**config.mk**
```make
export PLATFORM = sky130hd
export DESIGN_NAME = multi_channel_output_pattern_timer_top
export DESIGN_NICKNAME = d
export VERILOG_FILES = /design/src/hdl/mcopt_pkg.sv /design/src/hdl/mcopt_pin.sv /design/src/hdl/multi_channel_output_pattern_timer_top.sv
export SDC_FILE = /design/constraint.sdc
export NUM_CORES = 1
export LEC_CHECK = 0
export ABC_AREA = 1
export BUFFER_PORTS_ARGS = -buffer_cell sky130_fd_sc_hd__buf_2
export CORE_ASPECT_RATIO = 1.1
export CORE_MARGIN = 2
export CORE_UTILIZATION = 57
export CTS_CLUSTER_DIAMETER = 150
export CTS_CLUSTER_SIZE = 28
export DETAILED_ROUTE_END_ITERATION = 12
export GPL_ROUTABILITY_DRIVEN = 0
export PLACE_DENSITY = 0.73
export SKIP_LAST_GASP = 1
export SYNTH_ARGS = -nofsm -noshare
export SYNTH_HDL_FRONTEND = slang
export SYNTH_SLANG_ARGS = --single-unit
```
**constraint.sdc**
```tcl
create_clock -name i_clk -period 4.6 [get_ports i_clk]
set_input_delay 0.23 -clock i_clk [delete_from_list [all_inputs] [get_ports i_clk]]
set_output_delay 0.23 -clock i_clk [all_outputs]
set_load 0.1 [all_outputs]
```
**src/hdl/mcopt_pkg.sv**
```systemverilog
// Package of shared constants and types for the multi-channel output pattern timer.
`default_nettype none
package mcopt_pkg;

    // Widest pin row the block supports and field widths.
    localparam int MAX_PINS     = 24;
    localparam int IDX_W        = 5;
    localparam int MODE_W       = 3;
    localparam int COUNT_W      = 8;

    // Item types.
    localparam logic REQ_TICK   = 1'b0;
    localparam logic REQ_SET    = 1'b1;

    // Pin mode codes. Codes 5 to 7 are stored but leave the pin inactive.
    localparam logic [MODE_W-1:0] MODE_LOW   = 3'd0;
    localparam logic [MODE_W-1:0] MODE_HIGH  = 3'd1;
    localparam logic [MODE_W-1:0] MODE_OSC   = 3'd2;
    localparam logic [MODE_W-1:0] MODE_DLOW  = 3'd3;
    localparam logic [MODE_W-1:0] MODE_DHIGH = 3'd4;

    // Command broadcast from the top level to every pin lane.
    typedef struct packed {
        logic               tick;
        logic               load;
        logic [MODE_W-1:0]  mode;
        logic [COUNT_W-1:0] count;
    } t_lane_cmd;

endpackage
`default_nettype wire

```
**src/hdl/mcopt_pin.sv**
```systemverilog
// One pin lane: mode, counter, reload value and output level of a single pin.
`default_nettype none
module mcopt_pin
    import mcopt_pkg::*;
(
    input  wire logic      i_clk,
    input  wire logic      i_rst_n,
    input  wire t_lane_cmd i_cmd,
    output logic           o_level_next
);

    logic [MODE_W-1:0]  r_mode,   n_mode;
    logic [COUNT_W-1:0] r_count,  n_count;
    logic [COUNT_W-1:0] r_reload, n_reload;
    logic               r_level,  n_level;

    always_comb begin
        n_mode   = r_mode;
        n_count  = r_count;
        n_reload = r_reload;
        n_level  = r_level;
        if (i_cmd.load) begin
            n_mode = i_cmd.mode;
            case (i_cmd.mode)
                MODE_OSC: begin
                    n_count  = i_cmd.count;
                    n_reload = i_cmd.count;
                    n_level  = 1'b1;
                end
                MODE_DLOW: begin
                    n_count  = i_cmd.count;
                    n_reload = '0;
                    n_level  = 1'b1;
                end
                MODE_DHIGH: begin
                    n_count  = i_cmd.count;
                    n_reload = '0;
                    n_level  = 1'b0;
                end
                MODE_HIGH: begin
                    n_count  = '0;
                    n_reload = '0;
                    n_level  = 1'b1;
                end
                MODE_LOW: begin
                    n_count  = '0;
                    n_reload = '0;
                    n_level  = 1'b0;
                end
                default: begin
                end
            endcase
        end else if (i_cmd.tick && (r_mode inside {MODE_OSC, MODE_DLOW, MODE_DHIGH})) begin
            if (r_count == '0) begin
                n_level = ~r_level;
                if (r_mode == MODE_OSC) begin
                    n_count = r_reload;
                end else if (r_mode == MODE_DHIGH) begin
                    n_mode = MODE_HIGH;
                end else begin
                    n_mode = MODE_LOW;
                end
            end else begin
                n_count = r_count - 1'b1;
            end
        end
    end

    always_ff @(posedge i_clk) begin
        if (!i_rst_n) begin
            r_mode   <= MODE_LOW;
            r_count  <= '0;
            r_reload <= '0;
            r_level  <= 1'b0;
        end else begin
            r_mode   <= n_mode;
            r_count  <= n_count;
            r_reload <= n_reload;
            r_level  <= n_level;
        end
    end

    assign o_level_next = n_level;

endmodule
`default_nettype wire

```
**src/hdl/multi_channel_output_pattern_timer_top.sv**
```systemverilog
// Top level of the multi-channel output pattern timer: item registers, pin lanes, result register.
`default_nettype none
// The block drives PINS output levels, each pin in steady low, steady high, oscillating,
// delayed-low or delayed-high mode. A set item loads one pin's mode and count; a tick item
// advances every active pin at once, each phase lasting count plus one ticks. Every item
// returns one result carrying the levels of all pins after that item, with bits at PINS and
// above held at zero. An accepted item is held in an input register and is applied to all pin
// lanes in parallel once the result register is free or being emptied; its result is loaded
// into the result register at the end of the cycle in which it is applied. One item is taken
// in every cycle while the result side keeps up. The result register lets a new item be taken
// while the previous result is still waiting. Set items for a pin index at or beyond PINS
// change nothing, and the unused mode codes are stored but leave the pin holding its level.
module multi_channel_output_pattern_timer_top
    import mcopt_pkg::*;
#(
    parameter int PINS = MAX_PINS
)
(
    input  wire logic                i_clk,
    input  wire logic                i_rst_n,
    input  wire logic                i_in_valid,
    output logic                     o_in_ready,
    input  wire logic                i_req_type,
    input  wire logic [IDX_W-1:0]    i_pin_index,
    input  wire logic [MODE_W-1:0]   i_pin_mode,
    input  wire logic [COUNT_W-1:0]  i_tick_count,
    output logic                     o_out_valid,
    input  wire logic                i_out_ready,
    output logic [MAX_PINS-1:0]      o_pin_levels
);

    // Input register holding one accepted item.
    logic               r_in_valid;
    logic               r_req_type;
    logic [IDX_W-1:0]   r_pin_index;
    logic [MODE_W-1:0]  r_pin_mode;
    logic [COUNT_W-1:0] r_tick_count;

    // Result register.
    logic                r_out_valid;
    logic [MAX_PINS-1:0] r_pin_levels;

    logic                w_fire;
    logic [MAX_PINS-1:0] w_levels_next;

    // The held item is applied whenever the result register is free or being emptied.
    assign w_fire     = r_in_valid && (!r_out_valid || i_out_ready);
    assign o_in_ready = !r_in_valid || w_fire;

    always_ff @(posedge i_clk) begin
        if (!i_rst_n) begin
            r_in_valid <= 1'b0;
        end else if (o_in_ready) begin
            r_in_valid <= i_in_valid;
        end
    end

    always_ff @(posedge i_clk) begin
        if (o_in_ready && i_in_valid) begin
            r_req_type   <= i_req_type;
            r_pin_index  <= i_pin_index;
            r_pin_mode   <= i_pin_mode;
            r_tick_count <= i_tick_count;
        end
    end

    // One lane per pin; each lane sees the shared command with its own load strobe.
    genvar g_pin;
    generate
        for (g_pin = 0; g_pin < MAX_PINS; g_pin++) begin : g_lane
            if (g_pin < PINS) begin : g_used
                t_lane_cmd w_cmd;

                assign w_cmd.tick  = w_fire && (r_req_type == REQ_TICK);
                assign w_cmd.load  = w_fire && (r_req_type == REQ_SET)
                                     && (r_pin_index == IDX_W'(g_pin));
                assign w_cmd.mode  = r_pin_mode;
                assign w_cmd.count = r_tick_count;

                mcopt_pin u_pin (
                    .i_clk        (i_clk),
                    .i_rst_n      (i_rst_n),
                    .i_cmd        (w_cmd),
                    .o_level_next (w_levels_next[g_pin])
                );
            end else begin : g_unused
                // Pins beyond PINS always read low.
                assign w_levels_next[g_pin] = 1'b0;
            end
        end
    endgenerate

    always_ff @(posedge i_clk) begin
        if (!i_rst_n) begin
            r_out_valid <= 1'b0;
        end else if (w_fire) begin
            r_out_valid <= 1'b1;
        end else if (i_out_ready) begin
            r_out_valid <= 1'b0;
        end
    end

    always_ff @(posedge i_clk) begin
        if (w_fire) begin
            r_pin_levels <= w_levels_next;
        end
    end

    assign o_out_valid  = r_out_valid;
    assign o_pin_levels = r_pin_levels;

endmodule
`default_nettype wire

```
# Yosys cells after proc, flatten, opt, wreduce, memory -nomap -nowiden
# Index checks and enable logic that the tools add are counted.
# classes
n_addsub,24
eq_ne,171
mux,316
bitwise,25
reduce_logical,233
# ops
cell,count
2-to-1 mux 8 bit,96
2-to-1 mux 3 bit,96
logical NOT 8 bit,24
subtractor 8 x 1 -> 8 bit (second input constant),24
equality test 3 x 2 -> 1 bit (second input constant),50
AND reduction 3 bit,48
nonzero test 2 bit,50
2-to-1 mux 1 bit,98
equality test 3 bit (second input constant),25
inequality test 3 x 2 -> 1 bit (second input constant),24
inequality test 3 bit (second input constant),24
nonzero test 3 bit,24
logical AND 1 bit,52
inequality test 2 x 1 -> 1 bit (second input constant),24
case mux 1 bit (2 select lines),24
AND reduction 2 bit,24
equality test 5 x 4 -> 1 bit (second input constant),8
equality test 5 bit (second input constant),8
case mux 8 bit (2 select lines),2
NOT 1 bit,25
equality test 5 x 3 -> 1 bit (second input constant),4
equality test 5 x 2 -> 1 bit (second input constant),2
OR reduction 3 bit,2
equality test 5 x 1 -> 1 bit (second input constant),1
other kinds (7),10
# totals
register_bits,523
in_bits,21
wordCells,872

# Logic depth before layout (Yosys ltp)
# depth
word_depth,7
mapped_depth,13
ltp_nobuf,12

# Cells and area by module
# From an unflattened synthesis, not the netlist that was laid out.
# unflattened
cells_unflattened,5264
area_unflattened_um2,33823.7
# by_module_without_submodules
module,instances,cells_per_inst,area_per_inst_um2,seq_area_each_um2
mcopt_pin,24,215,1345.0,400.4
multi_channel_output_pattern_timer_top,1,104,1542.7,1271.2

# Least setup slack after synthesis
# OpenSTA, ideal clock, no wires.
# synth_timing
kind,flip-flop to flip-flop
startpoint,register r_out_valid (netlist: o_out_valid)
endpoint,"register r_pin_index[0], enable pin"
setup_ns,0.323
arrival_ns,2.578
setup_slack_ns,1.699
stages_incl_launch_ff,4
n_path_buf,0
cell_sequence,dfxtp_1 nand3_1 nand2_1 inv_1
# synth_via
elab_chain_len,5
# synth_lines
element,line_no,text
from (decl),multi_channel_output_pattern_timer_top.sv:40,logic r_out_valid;
from (signal assigned),multi_channel_output_pattern_timer_top.sv:95,r_out_valid <= 1'b0;
from (signal assigned),multi_channel_output_pattern_timer_top.sv:97,r_out_valid <= 1'b1;
from (signal assigned),multi_channel_output_pattern_timer_top.sv:99,r_out_valid <= 1'b0;
logical NOT 1 bit,multi_channel_output_pattern_timer_top.sv:47,assign w_fire = r_in_valid && (!r_out_valid || i_out_ready);
logical OR 1 bit,multi_channel_output_pattern_timer_top.sv:47,
logical AND 1 bit,multi_channel_output_pattern_timer_top.sv:47,
logical OR 1 bit,multi_channel_output_pattern_timer_top.sv:48,assign o_in_ready = !r_in_valid || w_fire;
named net o_in_ready,multi_channel_output_pattern_timer_top.sv:22,"output logic o_in_ready,"
logical AND 1 bit,multi_channel_output_pattern_timer_top.sv:59,if (o_in_ready && i_in_valid) begin
to (signal assigned),multi_channel_output_pattern_timer_top.sv:61,r_pin_index <= i_pin_index;
to (decl),multi_channel_output_pattern_timer_top.sv:35,logic [IDX_W-1:0] r_pin_index;
# The timed path passes the listed nets, and every way through them passes these cells.
# A chain may end at the register's enable or synchronous reset.

# Final worst setup path
# layout_timing
startpoint,register r_pin_mode[1]
endpoint,register g_lane[2].g_used.u_pin.r_count[4]
# layout_via
elab_chain_len,4
elab_cells_between_ends,11
classes_between,eq/ne: 5; mux: 2; reduce/logical: 4
# layout_lines
element,line_no,text
from (decl),multi_channel_output_pattern_timer_top.sv:36,logic [MODE_W-1:0] r_pin_mode;
from (signal assigned),multi_channel_output_pattern_timer_top.sv:62,r_pin_mode <= i_pin_mode;
"equality test 3 x 2 -> 1 bit, or another cell as far along",mcopt_pin.sv:24,case (i_cmd.mode)
OR reduction 3 bit (no source line) / OR reduction 2 bit (equally long branches),-,
inequality test 3 bit (no source line) / case mux 8 bit (2 select lines) (equally long branches),-,
AND reduction 3 bit (no source line) / 2-to-1 mux 8 bit (equally long branches),-,
to (signal assigned),mcopt_pin.sv:77,r_count <= n_count;
to (decl),mcopt_pin.sv:13,"logic [COUNT_W-1:0] r_count, n_count;"
# Parallel ways exist; a longest one is shown, timed or not.

==> flow_summary.toml <==
[outcome]
status = "completed"

[placement]
post_dp_cell_area_mm2 = 0.0297
pre_cts_ws_ns = 1.32
port_buffers = 46
detailed_placer_s_ending_hpwl_um = 57800

[finish]
layout-drive-gt1-share = 0.0429
layout.nets = 4643
filler_cell_count = 5016
area.growth.synth_to_final_pct = 4.69
final_design_area_no_fill_mm2 = 0.0305
antenna_cells_inserted = 0

[cts]
tritoncts.num_buffers = 22
numClockSinks = 523
clock_tree.htree_level_count = 1
clkSlewWorstSetupHoldPaths_ns = 0.12
tritoncts = "built"
cts_max_path_buffers = 3
clock_latency_ns = 0.59
cts-root-buf = "clkbuf_16"

[timing]
timing.clock.skew_ns = 0.0166
rsz_0062_raised_after_global_routing = "no"
fin_crit_share = 0.746
slew-limit-headroom = 0.0995
final-hold-violation-count = 0
fin_worst_hold_slack_ns = 0.0302
clock.fmax_mhz = 291
worst_slack_ns = 1.17
final-setup-viol-count = 0
final_period_minus_worst_setup_slack_ns = 3.43
tightest_slew_ns = 1.35
slew_violations = 0
totalNegativeSetupSlack_ns = 0

[global_routing]
global_route_wire_length_before_repair_um = 139000
globalRoute.totalOverflow = 0
grt_use_total = 0.330
antenna_found_initial = 2
grt_start_max_net_pins = 276
number_of_global_route_vias_before_repair = 25900

[setup_path]
cp_num_buf_inv = 1
depth_of_the_critical_timing_path_with_buffers_and_inverters_included = 7
critPathMaxFanout = 17
timing.critical_path.required_ns = 5.09
arrival_ns = 3.92
crit_top_cell = "nand2_1"
critical-path-top-delay-family = "simple AND/OR/NAND/NOR gates"
regToRegSetupSlack_ns = 1.17
setup.worst_path.start_class = "register"
crit_chain = "nor2_4, nor2_8, inv_1, nand2_1, nand2_1, o21ai_0, nor2_1"
criticalPathCategory = "register to register"
worst_r2r_path_depth = 7
endpoint_kind = "register"
slowest_delay_ns = 0.87
worst_path_max_delay_cell = "edfxtp_1"

[yosys]
ys_types = 42
post_synth.cell_area_avg_um2 = 6.28
synth.ff_latch_count = 523
postSynthNetCount = 4712
seq_area_frac_synth = 0.373
synth_top_area_cell = "dfxtp_1"
synth.cell_area_mm2 = 0.0292
synth_largest_type_area_fraction = 0.331
post_synth_main_area_contributors = "dfxtp_1, nand2_1, o21ai_0"
synth-edff-count = 41
synthCells = 4643
asyncSetResetFlopFracSynth = 0
ys_warn_count = 0
synthFlopType = "dfxtp_1"

[die]
num_io_pins = 47
num_rows = 86
initial_core_util = 0.579
design.die.area_mm2 = 0.0530
die_height_um = 241
core_area_mm2 = 0.0504
floorplan.die.width_um = 220

[route]
via_count = 29400
routed_wire_per_std_cell_um = 17.0
drt_iter0_drc = 2675
routed_via_density = 5.60
drt_drc_violations_left = 0
totalWireLength_um = 89200
drtAntennaViolNets = 0
drt_pass1_iterations = 6

[pwr]
power.density_cell_area_mw_per_mm2 = 253
p_leak_uw = 0.0139
post-layout-total-power_uw = 7720
vdd.ir_drop.worst_v = 0.000264

[hold_path]
hold_class = "input pin to register"
min_path_cells = 3

[flow_run]
max_cap_viol_count = 0
-- worst paths after layout --
path / end / start
max: g_lane[2].g_used.u_pin.r_count[4]$_SDFFE_PN0P_ / r_pin_mode[1]$_DFFE_PP_
min: r_in_valid$_SDFFE_PN0N_ / i_in_valid
max reg2reg: g_lane[2].g_used.u_pin.r_count[4]$_SDFFE_PN0P_ / r_pin_mode[1]$_DFFE_PP_
min reg2reg: g_lane[16].g_used.u_pin.r_reload[6]$_SDFFE_PN0P_ / g_lane[16].g_used.u_pin.r_reload[6]$_SDFFE_PN0P_
-- Yosys cell counts, types with 2 or more instances --
cell type and count:
a21oi_1 324, nand2_1 1149, buf_1 3, nor2_4 5
edfxtp_1 41, o21ai_0 574, o22ai_1 6, o21bai_1 14
nand4_1 11, a31oi_1 2, xnor2_1 3, and2_1 3
o211ai_1 32, nor2_2 16, or2_2 12, dfxtp_1 482
nor3_1 28, o21a_1 14, xor2_1 6, clkbuf_1 122
a211oi_1 9, nor2_1 712, nand2_2 21, inv_2 18
nand3b_1 3, buf_2 59, inv_1 495, nand3_2 4
o21ai_1 2, buf_4 6, ha_1 48, nand3_1 409
-- worst register-to-register path: stages, from the launching register on --
cell	delay (ns)
edfxtp_1	0.87
nor2_4	0.24
nor2_8	0.52
inv_1	0.59
nand2_1	0.48
nand2_1	0.31
o21ai_0	0.25
nor2_1	0.07
-- routing by layer --
metal,global-route usage,share of wire,up-vias
met5,0,0.00015,-
met4,0.156,0.051,2
met3,0.0313,0.068,210
met2,0.546,0.45,991
met1,0.437,0.43,13400
li1,-,-,14800
-- final cells by class --
class                           instances  area, µm²  share of cell area
Multi-Input combinational cell       3414      15600               0.510
Sequential cell                       523      10900               0.356
Inverter                              514       1930              0.0633
Tap cell                              660        826              0.0270
Timing Repair Buffer                   99        693              0.0227
Clock buffer                           37        628              0.0206
Clock inverter                          1       11.3            0.000369
-- cells by family after synthesis --
| group | synth area share |
|---|---|
| compound gates | 0.174 |
| xor+xnor | 0.00270 |
| fa+ha+maj | 0.0206 |
| buf+inv | 0.0945 |
| flops | 0.373 |
| simple gates | 0.335 |
-- through the flow --
stage	util	std cells
final	0.606	5248
after global routing	0.606	5248
after CTS	0.606	5248
after detailed placement	0.590	5193
after global placement	0.590	5193
after floorplan	-	4643
-- registers in the layout (all words and copies together) (netlist names) --
signal	cells
o_out_valid	1
g_lane.g_used.u_pin.r_mode	72
r_pin_index	5
r_pin_mode	3
g_lane.g_used.u_pin.r_reload	192
g_lane.g_used.u_pin.r_level	24
r_tick_count	8
r_req_type	1
o_pin_levels	24
g_lane.g_used.u_pin.r_count	192
r_in_valid	1
-- report_power, final --
part / switching [µW] / total (µW) / internal, µW
clock network: 1490 / 2450 / 955
registers: 24.2 / 4640 / 4610
logic: 521 / 633 / 112
total: 2040 / 7720 / 5680
-- timing repair --
| item | 4_1_cts | 5_1_grt |
|---|---|---|
| hold buffers | 17 | 0 |
| resized for setup | 0 | 0 |
| endpoints found under the hold margin | 17 | 0 |
| endpoints found under the setup margin | 0 | 0 |
| buffers inserted | 0 | 0 |
-- cell usage in the layout (no fill, tap or decap), types with 11 or more instances in the layout --
cell type	count
a21oi_1	324
buf_2	45
buf_4	35
clkbuf_1	14
clkbuf_16	23
dfxtp_1	482
dlygate4sd3_1	17
edfxtp_1	41
ha_1	48
inv_1	492
inv_2	19
nand2_1	1149
nand2_2	21
nand3_1	409
nand4_1	11
nor2_1	707
nor2_2	19
nor3_1	28
o211ai_1	32
o21a_1	14
o21ai_0	574
o21bai_1	14
or2_2	12
Note: power is estimated with default switching activity, not from simulation.
